<file path="config.mk">
export PLATFORM = sky130hd
export DESIGN_NAME = rgb565_rotated_blit_with_fade_unit
export DESIGN_NICKNAME = d
export VERILOG_FILES = /design/src/rbf_pkg.sv /design/src/rgb565_rotated_blit_with_fade_unit.sv
export SDC_FILE = /design/constraint.sdc
export NUM_CORES = 1
export LEC_CHECK = 0
export ABC_CLOCK_PERIOD_IN_PS = 8000
export BUFFER_PORTS_ARGS = -buffer_cell sky130_fd_sc_hd__buf_2
export CAP_MARGIN = 40
export CORE_UTILIZATION = 38
export CTS_CLUSTER_SIZE = 40
export DETAILED_ROUTE_END_ITERATION = 10
export SYNTH_ARGS = -nofsm -noshare
export SYNTH_HDL_FRONTEND = slang
export SYNTH_SLANG_ARGS = --single-unit
</file>
<file path="constraint.sdc">
create_clock -name clk -period 8 [get_ports clk]
set_input_delay 0.4 -clock clk [delete_from_list [all_inputs] [get_ports clk]]
set_output_delay 0.4 -clock clk [all_outputs]
set_load 0.03 [all_outputs]
</file>
<file path="src/rbf_pkg.sv">
// Package for the RGB565 rotated blit with fade unit.
// Holds register indexes, reset values, field widths and the per-byte fade
// function. No dependencies.
package rbf_pkg;

  localparam int IDX_W  = 18;  // framebuffer pixel index width
  localparam int DIM_W  = 11;  // clamped width/height, up to 1024
  localparam int ADDR_W = 5;   // byte address of the register file

  // register indexes (paddr[4:2])
  localparam logic [2:0] REG_ORIGIN_X     = 3'd0;
  localparam logic [2:0] REG_ORIGIN_Y     = 3'd1;
  localparam logic [2:0] REG_FRAME_WIDTH  = 3'd2;
  localparam logic [2:0] REG_FRAME_HEIGHT = 3'd3;
  localparam logic [2:0] REG_FADE_ENABLE  = 3'd4;
  localparam logic [2:0] REG_FADE_WEIGHT  = 3'd5;

  localparam logic [8:0] ORIGIN_X_RST     = 9'd0;
  localparam logic [7:0] ORIGIN_Y_RST     = 8'd0;
  localparam logic [9:0] FRAME_WIDTH_RST  = 10'd400;
  localparam logic [8:0] FRAME_HEIGHT_RST = 9'd240;
  localparam logic       FADE_ENABLE_RST  = 1'b0;
  localparam logic [8:0] FADE_WEIGHT_RST  = 9'd128;

  localparam logic [8:0] WEIGHT_FULL = 9'd256;

  typedef logic [7:0] byte_t;

  // Blend one byte toward white. w is already clamped to 0..256.
  // floor((a*256 + 255*w)/256) reduces to a + floor(255*w/256) = a + w - (w != 0).
  function automatic byte_t fade_byte(input byte_t c, input logic [8:0] w);
    logic [8:0]  inv;
    logic [16:0] prod;
    logic [7:0]  a;
    logic [7:0]  w_add;
    inv   = WEIGHT_FULL - w;
    prod  = {9'd0, c} * {8'd0, inv};
    a     = prod[15:8];
    w_add = (w == 9'd0) ? 8'd0 : 8'(w - 9'd1);
    return 8'(a + w_add);
  endfunction

endpackage

</file>
<file path="src/rgb565_rotated_blit_with_fade_unit.sv">
// RGB565 rotated blit with fade toward white: top level.
// Depends on rbf_pkg for register indexes, reset values and the fade function.
//
// Usage:
//   Input channel (in_valid/in_ready/in_pixel_565) takes camera pixels in raster
//   order. Column and row counters track the position; a row ends when the
//   column reaches the clamped frame width minus 1, the frame ends when the row
//   reaches the clamped frame height minus 1 on a row end.
//   Result channel (out_valid/out_ready) returns the rotated framebuffer
//   index, three expanded (and optionally faded) bytes and the last-pixel flag.
//   An accepted item passes through the input register, then the result
//   register; out_valid rises when the result register is loaded.
//   Throughput: one item per cycle unless the receiver stalls; the index
//   multiply and the three fade multiplies all sit in the single stage between input and result register.
//   Receiver stall: the result register holds; the input stage still takes
//   one more item, then in_ready drops until out_ready returns.
//   Reset (rst_n low, synchronous): pipeline emptied, counters cleared,
//   registers to defaults (origin 0,0; 400x240; fade off; weight 128).
//   Configuration: APB-style, register i at byte address 4*i; registers must be
//   written by the user only while no item is in flight, which the block does not enforce.
module rgb565_rotated_blit_with_fade_unit
  import rbf_pkg::*;
#(
  parameter int MAX_WIDTH  = 512,
  parameter int MAX_HEIGHT = 256
) (
  input  logic              clk,
  input  logic              rst_n,
  // configuration
  input  logic              psel,
  input  logic              penable,
  input  logic              pwrite,
  input  logic [ADDR_W-1:0] paddr,
  input  logic [31:0]       pwdata,
  output logic [31:0]       prdata,
  output logic              pready,
  // input channel
  input  logic              in_valid,
  output logic              in_ready,
  input  logic [15:0]       in_pixel_565,
  // result channel
  output logic              out_valid,
  input  logic              out_ready,
  output logic [IDX_W-1:0]  out_pixel_index,
  output logic [7:0]        out_byte0,
  output logic [7:0]        out_byte1,
  output logic [7:0]        out_byte2,
  output logic              out_last_pixel
);

  localparam int CW = (MAX_WIDTH > 1) ? $clog2(MAX_WIDTH) : 1;
  localparam int RW = (MAX_HEIGHT > 1) ? $clog2(MAX_HEIGHT) : 1;
  localparam int XW = 12;  // origin_x + column

  // ---------------- configuration registers ----------------
  logic [8:0] origin_x_r;
  logic [7:0] origin_y_r;
  logic [9:0] frame_width_r;
  logic [8:0] frame_height_r;
  logic       fade_enable_r;
  logic [8:0] fade_weight_r;

  logic       cfg_wr;
  logic [2:0] cfg_idx;

  assign pready  = 1'b1;
  assign cfg_wr  = psel && penable && pwrite && pready;
  assign cfg_idx = paddr[4:2];

  always_ff @(posedge clk) begin
    if (!rst_n) begin
      origin_x_r     <= ORIGIN_X_RST;
      origin_y_r     <= ORIGIN_Y_RST;
      frame_width_r  <= FRAME_WIDTH_RST;
      frame_height_r <= FRAME_HEIGHT_RST;
      fade_enable_r  <= FADE_ENABLE_RST;
      fade_weight_r  <= FADE_WEIGHT_RST;
    end else if (cfg_wr) begin
      unique case (cfg_idx)
        REG_ORIGIN_X:     origin_x_r     <= pwdata[8:0];
        REG_ORIGIN_Y:     origin_y_r     <= pwdata[7:0];
        REG_FRAME_WIDTH:  frame_width_r  <= pwdata[9:0];
        REG_FRAME_HEIGHT: frame_height_r <= pwdata[8:0];
        REG_FADE_ENABLE:  fade_enable_r  <= pwdata[0];
        REG_FADE_WEIGHT:  fade_weight_r  <= pwdata[8:0];
        default: ;
      endcase
    end
  end

  always_comb begin
    unique case (cfg_idx)
      REG_ORIGIN_X:     prdata = {23'd0, origin_x_r};
      REG_ORIGIN_Y:     prdata = {24'd0, origin_y_r};
      REG_FRAME_WIDTH:  prdata = {22'd0, frame_width_r};
      REG_FRAME_HEIGHT: prdata = {23'd0, frame_height_r};
      REG_FADE_ENABLE:  prdata = {31'd0, fade_enable_r};
      REG_FADE_WEIGHT:  prdata = {23'd0, fade_weight_r};
      default:          prdata = 32'd0;
    endcase
  end

  // clamped geometry: zero means one, above the maximum saturates
  logic [DIM_W-1:0] w_eff;
  logic [DIM_W-1:0] h_eff;
  logic [DIM_W-1:0] fw_ext;
  logic [DIM_W-1:0] fh_ext;
  logic [8:0]       weight_eff;

  assign fw_ext = DIM_W'(frame_width_r);
  assign fh_ext = DIM_W'(frame_height_r);

  always_comb begin
    priority if (fw_ext == '0)                  w_eff = DIM_W'(1);
    else if (fw_ext > DIM_W'(MAX_WIDTH))        w_eff = DIM_W'(MAX_WIDTH);
    else                                        w_eff = fw_ext;
    priority if (fh_ext == '0)                  h_eff = DIM_W'(1);
    else if (fh_ext > DIM_W'(MAX_HEIGHT))       h_eff = DIM_W'(MAX_HEIGHT);
    else                                        h_eff = fh_ext;
  end

  assign weight_eff = (fade_weight_r > WEIGHT_FULL) ? WEIGHT_FULL : fade_weight_r;

  // ---------------- pipeline control ----------------
  logic s1_valid_r, s1_valid_nxt;
  logic out_valid_r, out_valid_nxt;
  logic adv, in_acc, s1_move;

  assign adv      = !out_valid_r || out_ready;
  assign in_ready = !s1_valid_r || adv;
  assign in_acc   = in_valid && in_ready;
  assign s1_move  = s1_valid_r && adv;

  always_comb begin
    s1_valid_nxt  = in_acc ? 1'b1 : (s1_move ? 1'b0 : s1_valid_r);
    out_valid_nxt = adv ? s1_valid_r : out_valid_r;
  end

  // ---------------- position counters ----------------
  logic [CW-1:0] col_r, col_nxt;
  logic [RW-1:0] row_r, row_nxt;
  logic          row_end, frame_end;

  assign row_end   = DIM_W'(col_r) >= (w_eff - DIM_W'(1));
  assign frame_end = row_end && (DIM_W'(row_r) >= (h_eff - DIM_W'(1)));

  always_comb begin
    col_nxt = col_r;
    row_nxt = row_r;
    if (in_acc) begin
      if (row_end) begin
        col_nxt = '0;
        row_nxt = frame_end ? '0 : row_r + RW'(1);
      end else begin
        col_nxt = col_r + CW'(1);
      end
    end
  end

  always_ff @(posedge clk) begin
    if (!rst_n) begin
      s1_valid_r  <= 1'b0;
      out_valid_r <= 1'b0;
      col_r       <= '0;
      row_r       <= '0;
    end else begin
      s1_valid_r  <= s1_valid_nxt;
      out_valid_r <= out_valid_nxt;
      col_r       <= col_nxt;
      row_r       <= row_nxt;
    end
  end

  // ---------------- input stage ----------------
  logic [15:0]   s1_pixel_r;
  logic [CW-1:0] s1_col_r;
  logic [RW-1:0] s1_row_r;
  logic          s1_last_r;

  always_ff @(posedge clk) begin
    if (in_acc) begin
      s1_pixel_r <= in_pixel_565;
      s1_col_r   <= col_r;
      s1_row_r   <= row_r;
      s1_last_r  <= frame_end;
    end
  end

  // ---------------- compute stage ----------------
  logic [XW-1:0]        x_sum;
  logic [XW+DIM_W-1:0]  x_prod;
  logic [IDX_W-1:0]     idx_calc;
  byte_t                c0, c1, c2;
  byte_t                b0, b1, b2;

  assign x_sum  = XW'(origin_x_r) + XW'(s1_col_r);
  assign x_prod = (XW+DIM_W)'(x_sum) * (XW+DIM_W)'(h_eff);
  // rotated index, wrapping modulo 2^IDX_W
  assign idx_calc = IDX_W'(origin_y_r) + IDX_W'(h_eff) - IDX_W'(1) - IDX_W'(s1_row_r)
                  + x_prod[IDX_W-1:0];

  assign c0 = {s1_pixel_r[4:0], 3'b000};
  assign c1 = {s1_pixel_r[10:5], 2'b00};
  assign c2 = {s1_pixel_r[15:11], 3'b000};

  assign b0 = fade_enable_r ? fade_byte(c0, weight_eff) : c0;
  assign b1 = fade_enable_r ? fade_byte(c1, weight_eff) : c1;
  assign b2 = fade_enable_r ? fade_byte(c2, weight_eff) : c2;

  // ---------------- result register ----------------
  logic [IDX_W-1:0] out_idx_r;
  byte_t            out_b0_r, out_b1_r, out_b2_r;
  logic             out_last_r;

  always_ff @(posedge clk) begin
    if (s1_move) begin
      out_idx_r  <= idx_calc;
      out_b0_r   <= b0;
      out_b1_r   <= b1;
      out_b2_r   <= b2;
      out_last_r <= s1_last_r;
    end
  end

  assign out_valid       = out_valid_r;
  assign out_pixel_index = out_idx_r;
  assign out_byte0       = out_b0_r;
  assign out_byte1       = out_b1_r;
  assign out_byte2       = out_b2_r;
  assign out_last_pixel  = out_last_r;

  // ---------------- assertions ----------------
  a_col_in_range: assert property (@(posedge clk) disable iff (!rst_n)
    DIM_W'(col_r) < DIM_W'(MAX_WIDTH))
    else $error("column counter beyond maximum width");

  a_row_wrap: assert property (@(posedge clk) disable iff (!rst_n)
    (in_acc && row_end) |=> (col_r == '0))
    else $error("column counter did not clear at row end");

  a_col_step: assert property (@(posedge clk) disable iff (!rst_n)
    (in_acc && !row_end) |=> (col_r == $past(col_r) + CW'(1) && row_r == $past(row_r)))
    else $error("column counter did not advance");

  a_stall_full: assert property (@(posedge clk) disable iff (!rst_n)
    !in_ready |-> (s1_valid_r && out_valid_r && !out_ready))
    else $error("input held off while pipeline has room");

endmodule

</file>
# == Yosys cells after proc, flatten, opt, wreduce, memory -nomap -nowiden ==
# Index checks and enable logic that the tools add are counted.
# classes
muxes,14
reduce_logical,21
add_sub_neg,14
n_mul,4
eq_ne,5
magnitude_cmp,5
# op_table
operator,count
$pmux 10 s6,1
$mux 8,5
$mux 9,4
$mul 5x9->13,2
$add 8x8->8,3
$logic_not 11->1,2
$sub 11x1->11 const B,2
$mux 10,2
$add 18x18->18,1
$gt 9x9->1 const B,2
$mul 10x11->18,1
$mul 6x9->14,1
$reduce_and 2->1,7
$sub 13x9->14,1
$sub 12x1->13 const B,1
$add 8x11->12,1
$ge 8x11->1,1
$ge 9x11->1,1
$add 9x9->10,1
$gt 10x10->1 const B,1
$add 9x1->9 const B,1
$logic_not 9->1,1
$sub 9x9->9 const A,1
$add 8x1->8 const B,1
other kinds (10),19
# word_totals
register_bits,142
elab_cells,85
inputBits,60
output_inout_bits,78

# == Depth between registers and ports, before layout ==
# Gate-level depths: netlist (run 1).
# logic_depth
ltp_word,7
mapped_depth,31
mapped_depth_nobuf,30

# == Worst setup path before layout (run 1) ==
# No wires, ideal clock.
# synth_timing
path_type,reg-to-reg
startpoint,register origin_x_r[0]
endpoint,"register out_idx_r[17], in the netlist out_pixel_index[17] (data pin)"
path_stages_with_launch,29
setup_ns,0.260
arrival_time_ns,6.214
slack_ns,1.526
cell_sequence,dfxtp_1 > ha_1 > inv_1 > fa_1 > inv_1 > a21oi_1 > o21bai_1 > a21o_1 > a21o_1 > a21o_1 > a21oi_1 > xnor2_1 > nand2_1 > fa_1 > fa_1 > fa_1 > inv_1 > fa_1 > inv_1 > fa_1 > inv_1 > ha_1 > a21o_1 > a21o_1 > nor3_1 > a31oi_1 > a31oi_1 > xnor2_1 > xnor2_1
# synth_via
elab_chain_len,3
# synth_lines
item,line,rtl
start: declaration,rgb565_rotated_blit_with_fade_unit.sv:56,logic [8:0] origin_x_r;
start signal: assignment,rgb565_rotated_blit_with_fade_unit.sv:80,REG_ORIGIN_X: origin_x_r <= pwdata[8:0];
$add 9x9->10,rgb565_rotated_blit_with_fade_unit.sv:196,assign x_sum = XW'(origin_x_r) + XW'(s1_col_r);
$mul 10x11->18,rgb565_rotated_blit_with_fade_unit.sv:197,assign x_prod = (XW+DIM_W)'(x_sum) * (XW+DIM_W)'(h_eff);
$add 18x18->18,rgb565_rotated_blit_with_fade_unit.sv:200,+ x_prod[IDX_W-1:0];
net idx_calc[17],rgb565_rotated_blit_with_fade_unit.sv:192,logic [IDX_W-1:0] idx_calc;
end signal: assignment,rgb565_rotated_blit_with_fade_unit.sv:217,out_idx_r <= idx_calc;
end: declaration,rgb565_rotated_blit_with_fade_unit.sv:211,logic [IDX_W-1:0] out_idx_r;
# The timed path passes the listed nets, and every way through them passes these cells.
# A chain may end at the register's enable or synchronous reset.

# == Worst setup path after layout (run 1) ==
# layout_timing
startpoint,register fade_weight_r[5]
endpoint,"register out_b1_r[7], in the netlist out_byte1[7] (data pin)"
# layout_via
elab_chain_len,6
word_cells_on_any_way,9
classes_between,add/sub (3); mul (1); order compare (1); mux (3); reduce/logical (1)
# layout_lines
item,line,rtl
start: declaration,rgb565_rotated_blit_with_fade_unit.sv:61,logic [8:0] fade_weight_r;
start signal: assignment,rgb565_rotated_blit_with_fade_unit.sv:85,REG_FADE_WEIGHT: fade_weight_r <= pwdata[8:0];
$gt 9x9->1,rgb565_rotated_blit_with_fade_unit.sv:122,assign weight_eff = (fade_weight_r > WEIGHT_FULL) ? WEIGHT_FULL : fade_weight_r;
$mux 9 (*),rgb565_rotated_blit_with_fade_unit.sv:122,
"$sub 9x9->9, or another cell as far along",rbf_pkg.sv:36,inv = WEIGHT_FULL - w;
$mul 6x9->14 or $mux 8 (tied branches),"rbf_pkg.sv:37, rbf_pkg.sv:39",
$add 8x8->8 (*),rbf_pkg.sv:40,return 8'(a + w_add);
$mux 8 (*),rgb565_rotated_blit_with_fade_unit.sv:207,"assign b1 = fade_enable_r ? fade_byte(c1, weight_eff) : c1;"
net b1[7],rgb565_rotated_blit_with_fade_unit.sv:194,"byte_t b0, b1, b2;"
end signal: assignment,rgb565_rotated_blit_with_fade_unit.sv:219,out_b1_r <= b1;
end: declaration,rgb565_rotated_blit_with_fade_unit.sv:212,"byte_t out_b0_r, out_b1_r, out_b2_r;"
# The timed path passes the listed nets; every way through them passes the cells marked *.

==> impl_metrics.tcl, run 1 <==
set metrics [dict create \
    cts_buffers 17 \
    path_cells "or3_1 > nor2_1 > a21oi_1 > o31ai_2 > nand2_1 > fa_1 > fa_1 > inv_1 > fa_1 > ha_1 > a21oi_1 > o31ai_2 > a31oi_1 > nor2b_1 > xnor2_1 > ha_1 > a21o_1 > a21o_1 > a21oi_1 > o21ai_0 > xnor2_1 > nor4b_1 > or3b_1" \
    fin_area_sq_um 17300 \
    period_minus_slack_ns 7.05 \
    grt_pass1_wl_um 60700 \
    fmax_ghz 0.142 \
    min_path_type "input port to flip-flop" \
    dr.pass1.iters 5 \
    start_kind "flip-flop" \
    slowest_delay_ns 0.71 \
    maxCapViolCount 0 \
    port_buffers 90 \
    cp-end-kind "flip-flop" \
    synth_area_leader_cell "fa_1" \
    die_w_um 205 \
    multiInputGateArea_sq_um 10900 \
    slowest_stage "o31ai_2" \
    fp.dieArea_sq_um 41900 \
    irDropWorstVdd_v 0.000158 \
    ys_warn_count 0 \
    grt.overflow.total 0 \
    syn_area_per_cell_sq_um 9.41 \
    htree_levels 4 \
    fin_util 0.429 \
    p_int_mw 1.74 \
    placed_cell_area_sq_um 16600 \
    seq_area_sq_um 3610 \
    finalSetupTns_ns 0 \
    leakage_nw 8.18 \
    postCtsSetupBuffers 0 \
    power_density_nw_per_um2 157 \
    finalSetupViolCount 0 \
    ys.flop_type "edfxtp_1" \
    area_growth_pct 10.4 \
    p_total_mw 2.71 \
    p_sw_mw 0.968 \
    synth_edf_count 77 \
    coreArea_sq_um 40200 \
    cp_data_arrival_time_ns 7.27 \
    clk_path_buf_depth 2 \
    fillCellCount 3977 \
    cts_resized 0 \
    fin_crit_sh 0.882 \
    clock-sinks 142 \
    drt_iter0_markers 551 \
    clock_power_share 0.310 \
    syn_area_sq_um 15600 \
    routabilityCongestion 0.833 \
    drc_errors 0 \
    rows 73 \
    swShare 0.358 \
    initial_utilization 0.389 \
    crit_type "flip-flop to flip-flop" \
    diodes 0 \
    ys_top_cells_by_area "fa_1 (18%), edfxtp_1 (15%), ha_1 (14%)" \
    clk_pin_slew_ns 0.07 \
    fp.dieH_um 205 \
    grt_pass1_vias 11800 \
    critical_path.max_fanout 8 \
    p_comb_frac 0.366 \
    antenna_found_initial 0 \
    ys_async_sr_fraction 0 \
    synth.distinct_cells 69 \
    via_per_inst 4.98 \
    drive_gt1_frac 0.104 \
    track_usage 0.188 \
    synth-seq-cells 142 \
    worst_pin_slew_ns 0.844 \
    dr_total_vias 11300 \
    drv_slew 0 \
    ios 138 \
    cp.required_ns 8.22 \
    status "complete, no violations" \
    postRouteAntennaNets 0 \
    nets 2118 \
    ys_seq_area_frac 0.231 \
    dpl.hpwl_um 28300 \
    post_drt_wl_per_cell_um 16.1 \
    clk_latency_ns 0.48 \
    pwr-share-seq 0.324 \
    cts_tree "built" \
    yosysTopAreaCellShare 0.179 \
    syn_inst 1662 \
    root_buffer "clkbuf_16" \
    finalClockSkew_ns 0.0136 \
    postCtsHoldBufs 0 \
    rsz0062_at_grt "no" \
    slew_headroom 0.433 \
    wirelength_um 36700 \
    hold_viol_final 0 \
    grt_max_degree 58 \
]
==> Yosys cell counts, types with 6 or more instances <==
| cell | instances |
|---|---|
| a21o_1 | 38 |
| a21oi_1 | 54 |
| a31oi_1 | 10 |
| and2_1 | 91 |
| and3_1 | 7 |
| buf_4 | 23 |
| clkbuf_1 | 47 |
| dfxtp_1 | 65 |
| edfxtp_1 | 77 |
| fa_1 | 140 |
| ha_1 | 179 |
| inv_1 | 229 |
| mux2_2 | 16 |
| mux2i_1 | 49 |
| mux4_2 | 6 |
| nand2_1 | 153 |
| nand2b_1 | 22 |
| nand3_1 | 12 |
| nand4_1 | 8 |
| nor2_1 | 90 |
| nor2b_1 | 85 |
| nor3_1 | 15 |
| nor4_1 | 7 |
| o21a_1 | 14 |
| o21ai_0 | 34 |
| o21bai_1 | 8 |
| o22ai_1 | 9 |
| o31a_1 | 6 |
| xnor2_1 | 67 |
| xor2_1 | 32 |
==> worst max-delay path: cells and delay by family, from the launching register on <==
kind                     cells  cell delay (ns)
flip-flops                   1             0.42
XOR/XNOR                     2             0.43
AND/OR/NAND/NOR              6             1.55
adder cells (fa/ha/maj)      5             2.13
AO/OA/AOI/OAI                9             2.21
buffers and inverters        1             0.06
==> cell families (layout without fill, tap and decap cells) <==
family	count (synthesis)	after routing	synth area share
adders and majority gates	320	320	0.323
and+or+nand+nor	512	512	0.168
xor gates and xnor gates	100	100	0.0565
other	2	23	0.000480
AOI/OAI and AO/OA	211	211	0.0905
muxes	71	71	0.0515
DFF	142	142	0.231
buffers and inverters	304	373	0.0786
==> power by group through the flow <==
stage | registers [mW] | clock network (mW) | logic, mW
2_1_floorplan | 0.947 | 0 | 0.731
3_3_place_gp | 0.892 | 0 | 0.982
3_5_place_dp | 0.894 | 0 | 0.992
4_1_cts | 0.878 | 0.863 | 1.00
5_1_grt | 0.882 | 0.885 | 1.12
6_report | 0.877 | 0.838 | 0.991
==> placed cells by master, fill, tap and decap left out, types with 5 or more instances in the layout <==
master	Yosys	layout
inv_1	229	229
ha_1	179	179
nand2_1	153	153
fa_1	140	140
and2_1	91	91
nor2_1	90	90
buf_2	1	90
nor2b_1	85	84
edfxtp_1	77	77
xnor2_1	67	67
dfxtp_1	65	65
a21oi_1	54	54
mux2i_1	49	49
a21o_1	38	38
o21ai_0	34	34
xor2_1	32	32
conb_1	2	23
nand2b_1	22	22
clkbuf_16	0	20
buf_4	23	20
mux2_2	16	16
nor3_1	15	14
o21a_1	14	14
nand3_1	12	12
a31oi_1	10	10
o22ai_1	9	9
nand4_1	8	8
o21bai_1	8	8
nor4_1	7	7
and3_1	7	7
o31a_1	6	6
mux4_2	6	6
or4_1	5	5
a21boi_0	5	5
a22o_1	5	5
==> worst paths after layout <==
path | from | endpoint | slack [ns] | depth (start not counted)
max | fade_weight_r[5]$_SDFFE_PN0P_ | out_byte1[7]$_DFFE_PP_ | 0.95 | 23
min | in_pixel_565[4] | s1_pixel_r[4]$_DFFE_PP_ | 0.1 | 1
max reg2reg | fade_weight_r[5]$_SDFFE_PN0P_ | out_byte1[7]$_DFFE_PP_ | 0.95 | 23
min reg2reg | s1_last_r$_DFFE_PP_ | out_last_pixel$_DFFE_PP_ | 0.43 | 0
==> per-stage QoR <==
stage / std cells / worst slack, ns / hold slack [ns]
2_1_floorplan: 1683 / 1.53 / 0.400
3_3_place_gp: 2241 / 1.12 / 0.418
3_5_place_dp: 2245 / 0.977 / 0.413
4_1_cts: 2277 / 0.959 / 0.0601
5_1_grt: 2277 / 0.524 / 0.0775
6_report: 2277 / 0.946 / 0.0984
==> state kept, by name (all words and copies together) (netlist names), 8 cells and up <==
register / count
col_r: 9
fade_weight_r: 9
frame_height_r: 9
frame_width_r: 10
origin_x_r: 9
origin_y_r: 8
out_byte0: 8
out_byte1: 8
out_byte2: 8
out_pixel_index: 18
row_r: 8
s1_col_r: 9
s1_pixel_r: 16
s1_row_r: 8
==> layer usage <==
layer | global-route usage | routed length, um
met5 | 0 | 0
met4 | 0.0661 | 701
met3 | 0.0321 | 1430
met2 | 0.304 | 16700
met1 | 0.252 | 17800
==> final cells by class <==
| cell class | count | area share |
|---|---|---|
| inverters | 229 | 0.0498 |
| well taps | 525 | 0.0381 |
| clock buffers | 23 | 0.0308 |
| flip-flops and latches | 142 | 0.209 |
| multi-input cells | 1237 | 0.631 |
| clock inverters | 9 | 0.00479 |
| repair buffers | 112 | 0.0361 |
Power figures use the tool's default switching activity.
==> inputs of run 2 (changes only) <==
ABC_AREA = 0   (was not set)
CORE_MARGIN = 5   (was not set)
==> run 2 against run 1 <==
Compared with the run above:
- sequential power about the same
- clock power shrank 1%
- critical path type unchanged
- non-clock buffer count shrank 3
- final area hardly changed
- first-iteration DRC count is 18% lower
- highest routed layer is now met5
- combinational power grew 0.5%
- global-route usage decreased by 1.9 points
- clock skew is 0.0032 ns higher
- hold slack improved by 0.029 ns
- largest power group unchanged
- total power decreased by 0.17%
- register-to-register slack improved by 0.02 ns
==> impl_metrics.tcl, run 2 (synthesized netlist as in run 1, its figures left out) <==
set metrics [dict create \
    leakage_nw 8.16 \
    diodes 0 \
    via_per_inst 4.98 \
    worstPathBufferInverterCount 4 \
    rows 74 \
    cts_buffers 17 \
    worst_pin_slew_ns 0.918 \
    area_growth_pct 10.3 \
    fin_util 0.423 \
    track_usage 0.169 \
    postCtsHoldBufs 0 \
    critical_path.max_fanout 17 \
    finalClockSkew_ns 0.0168 \
    fp.dieArea_sq_um 45300 \
    dpl.hpwl_um 28700 \
    cp.required_ns 8.19 \
    maxCapViolCount 0 \
    fp.dieH_um 213 \
    crit_type "flip-flop to flip-flop" \
    clock-sinks 142 \
    dr_total_vias 11400 \
    htree_levels 4 \
    cp_data_arrival_time_ns 7.22 \
    port_buffers 90 \
    drc_errors 0 \
    post_drt_wl_per_cell_um 16.1 \
    fin_crit_sh 0.880 \
    fmax_ghz 0.142 \
    power_density_nw_per_um2 157 \
    min_path_type "input port to flip-flop" \
    dr.pass1.iters 5 \
    wirelength_um 36600 \
    cts_tree "built" \
    irDropWorstVdd_v 0.000141 \
    postRouteAntennaNets 0 \
    placed_cell_area_sq_um 16600 \
    hp-start "in_pixel_565[4]" \
    hold_viol_final 0 \
    slew_headroom 0.384 \
    ios 138 \
    drt_iter0_markers 452 \
    reg2reg_from "fade_weight_r[8]$_SDFFE_PN0P_" \
    critical-path-top-delay-family "adder cells" \
    final_cell_mix "inv_1 (229), ha_1 (179), nand2_1 (153)" \
    whs_path_depth 1 \
    root_buffer "clkbuf_16" \
    antenna_found_initial 1 \
    setup_slack_ns 0.962 \
    cp-end-kind "flip-flop" \
    period_minus_slack_ns 7.04 \
    coreArea_sq_um 40700 \
    start_kind "flip-flop" \
    clk_pin_slew_ns 0.06 \
    finalSetupTns_ns 0 \
    status "complete, no violations" \
    initial_utilization 0.384 \
    nets 2115 \
    largest_reg_flops 18 \
    fin_area_sq_um 17200 \
    reg2reg_depth 28 \
    final_common_cell "inv_1" \
    grt.overflow.total 0 \
    slowest_delay_ns 0.62 \
    hold_path_end "s1_pixel_r[4]$_DFFE_PP_" \
    clk_latency_ns 0.45 \
    rsz0062_at_grt "no" \
    finalSetupViolCount 0 \
    die_w_um 213 \
    reg2reg_slack_ns 0.96 \
    routabilityCongestion 0.847 \
    drive_gt1_frac 0.103 \
    fin_hold_ws_ns 0.127 \
    clk_path_buf_depth 2 \
    grt_pass1_vias 11800 \
    dp_slack_ns 1.02 \
    fillCellCount 4018 \
    slowest_stage "dfxtp_1" \
    drv_slew 0 \
    cts_resized 0 \
    postCtsSetupBuffers 0 \
    grt_pass1_wl_um 60700 \
    grt_max_degree 58 \
    reg2reg_to "out_byte1[7]$_DFFE_PP_" \
]
-- run 2: worst max path at each step --
stage	slack, ns	depth (start not counted)	from	end
after floorplan	1.53	28	origin_x_r[0]$_SDFFE_PN0P_	out_pixel_index[17]$_DFFE_PP_
after global placement	1.09	24	fade_weight_r[8]$_SDFFE_PN0P_	out_byte1[7]$_DFFE_PP_
after detailed placement	1.02	26	fade_weight_r[8]$_SDFFE_PN0P_	out_byte2[7]$_DFFE_PP_
after CTS	1.02	26	fade_weight_r[8]$_SDFFE_PN0P_	out_byte2[7]$_DFFE_PP_
after global routing	0.38	24	fade_weight_r[8]$_SDFFE_PN0P_	out_byte1[7]$_DFFE_PP_
final	0.96	28	fade_weight_r[8]$_SDFFE_PN0P_	out_byte1[7]$_DFFE_PP_
-- run 2: per-stage QoR --
step	power, mW	std cells
2_1_floorplan	1.68	1683
3_3_place_gp	1.88	2245
3_5_place_dp	1.89	2249
4_1_cts	2.74	2281
5_1_grt	2.90	2281
6_report	2.70	2281
-- run 2: final cells by class --
| cell class | count | area, sq um | area share |
|---|---|---|---|
| inverters | 229 | 860 | 0.0499 |
| clock inverters | 9 | 97.6 | 0.00566 |
| repair buffers | 109 | 597 | 0.0346 |
| well taps | 532 | 666 | 0.0386 |
| multi-input cells | 1237 | 10900 | 0.632 |
| clock buffers | 23 | 510 | 0.0296 |
| flip-flops and latches | 142 | 3610 | 0.210 |
-- run 2: worst reg2reg max path, delay by kind of cell (launching register included) --
family / cells / cell delay, ns
compound gates: 6 / 1.11
xor+xnor: 2 / 0.39
fa+ha+maj: 6 / 2.32
buf+inv: 4 / 0.60
flops: 1 / 0.62
simple gates: 10 / 1.74
-- run 2: power by group --
group,switching (mW),internal [mW]
registers,0.0278,0.848
logic,0.583,0.412
clock network,0.344,0.486
total,0.955,1.75
-- run 2: per-layer routing --
layer  GRT usage  wire [um]
met5           0          8
met4      0.0541        843
met3      0.0263       1340
met2       0.288      17500
met1       0.221      16900
==> inputs of run 3 (changes only) <==
==> constraint.sdc (replaced) <==
create_clock -name clk -period 8 [get_ports clk]
set_input_delay 0.8 -clock clk [delete_from_list [all_inputs] [get_ports clk]]
set_output_delay 0.8 -clock clk [all_outputs]
set_load 0.03 [all_outputs]
==> run 3 against run 2 <==
Compared with the run above:
- total power is 0.18% higher
- sequential cell count is the same
- final area down 0.12%
- combinational power about the same
- first-iteration DRC count up 7.5%
- clock skew decreased by 0.0050 ns
- critical path type unchanged
- highest routed layer unchanged
==> impl_metrics.tcl, run 3 (synthesized netlist as in run 1, its figures left out) <==
set metrics [dict create \
    crit_type "flip-flop to flip-flop" \
    grt_pass1_vias 11700 \
    critical-path-top-delay-family "adder cells" \
    dr_total_vias 11300 \
    slew_headroom 0.371 \
    fin_util 0.423 \
    status "complete, no violations" \
    largest_reg_flops 18 \
    start_kind "flip-flop" \
    placed_cell_area_sq_um 16600 \
    drt_iter0_markers 486 \
    postCtsSetupBuffers 0 \
    dr.pass1.iters 4 \
    drc_errors 0 \
    hold_viol_final 0 \
    final_cell_mix "inv_1 (229), ha_1 (179), nand2_1 (153)" \
    p_int_mw 1.75 \
    rows 74 \
    critical_path.max_fanout 13 \
    htree_levels 4 \
    postRouteAntennaNets 0 \
    leakage_nw 8.16 \
    p_comb_frac 0.368 \
    fmax_ghz 0.143 \
    area_growth_pct 10.1 \
    fin_area_sq_um 17200 \
    irDropWorstVdd_v 0.000153 \
    diodes 0 \
    clk_path_buf_depth 2 \
    period_minus_slack_ns 7.00 \
    coreArea_sq_um 40700 \
    p_sw_mw 0.956 \
    slowest_delay_ns 0.64 \
    slowest_stage "o31ai_2" \
    port_buffers 90 \
    die_w_um 213 \
    cts_resized 0 \
    maxCapViolCount 0 \
    p_total_mw 2.71 \
    finalSetupViolCount 0 \
    track_usage 0.169 \
    fin_cells 2280 \
    routabilityCongestion 0.841 \
    fp.dieH_um 213 \
    grt_pass1_wl_um 60400 \
    final_common_cell "inv_1" \
    dpl.hpwl_um 28700 \
    grt.overflow.total 0 \
    ios 138 \
    cts_tree "built" \
    drive_gt1_frac 0.102 \
    post_drt_wl_per_cell_um 16.0 \
    grt_max_degree 58 \
    min_path_type "flip-flop to flip-flop" \
    worst_pin_slew_ns 0.937 \
    wirelength_um 36500 \
    pwr-share-seq 0.323 \
    finalClockSkew_ns 0.0118 \
    rsz0062_at_grt "no" \
    swShare 0.353 \
    cts_buffers 17 \
    nets 2114 \
    via_per_inst 4.95 \
    postCtsHoldBufs 0 \
    fp.dieArea_sq_um 45300 \
    initial_utilization 0.384 \
    antenna_found_initial 1 \
    dp_cells 2248 \
    cp_data_arrival_time_ns 7.21 \
    worstPathBufferInverterCount 4 \
    power_density_nw_per_um2 157 \
    cp-end-kind "flip-flop" \
    root_buffer "clkbuf_16" \
    drv_slew 0 \
    fin_crit_sh 0.875 \
    clock_power_share 0.309 \
    clk_pin_slew_ns 0.07 \
    clock-sinks 142 \
    clk_latency_ns 0.45 \
    finalSetupTns_ns 0 \
    cp.required_ns 8.20 \
    fillCellCount 3977 \
]
## run 3: power groups by stage
| stage | Sequential (mW) | Clock (mW) | Combinational, mW |
|---|---|---|---|
| CTS | 0.875 | 0.860 | 1.01 |
| detailed placement | 0.891 | 0 | 1.00 |
| global placement | 0.891 | 0 | 0.989 |
| floorplan | 0.947 | 0 | 0.731 |
| finish | 0.875 | 0.836 | 0.995 |
| global route | 0.880 | 0.891 | 1.13 |
## run 3: through the flow
step                      hold WS [ns]  setup slack (ns)
after floorplan                  0.400              1.53
after global placement           0.414              1.12
after detailed placement         0.415              1.01
after CTS                        0.427              1.01
after global routing             0.441             0.454
final                            0.424             0.997
## run 3: cell type report
type	count	area [sq um]	share of cell area
timing repair buffer	108	586	0.0340
tap	532	666	0.0387
clock inverter	11	128	0.00741
clock buffer	21	472	0.0274
multi-input combinational	1237	10900	0.633
inverter	229	860	0.0499
sequential	142	3610	0.210
## run 3: final timing paths
check | startpoint | to | slack (ns) | depth (start not counted)
worst max register to register | fade_weight_r[8]$_SDFFE_PN0P_ | out_byte2[7]$_DFFE_PP_ | 1.0 | 26
worst min register to register | s1_last_r$_DFFE_PP_ | out_last_pixel$_DFFE_PP_ | 0.42 | 0
worst max-delay path | fade_weight_r[8]$_SDFFE_PN0P_ | out_byte2[7]$_DFFE_PP_ | 1.0 | 26
worst min-delay path | s1_last_r$_DFFE_PP_ | out_last_pixel$_DFFE_PP_ | 0.42 | 0
## run 3: per-layer routing
| metal | up-vias | global-route usage | routed length, um |
|---|---|---|---|
| met5 | - | 0 | 7 |
| met4 | 2 | 0.0525 | 848 |
| met3 | 51 | 0.0297 | 1400 |
| met2 | 204 | 0.288 | 17500 |
| met1 | 5458 | 0.220 | 16700 |
| li1 | 5562 | - | - |
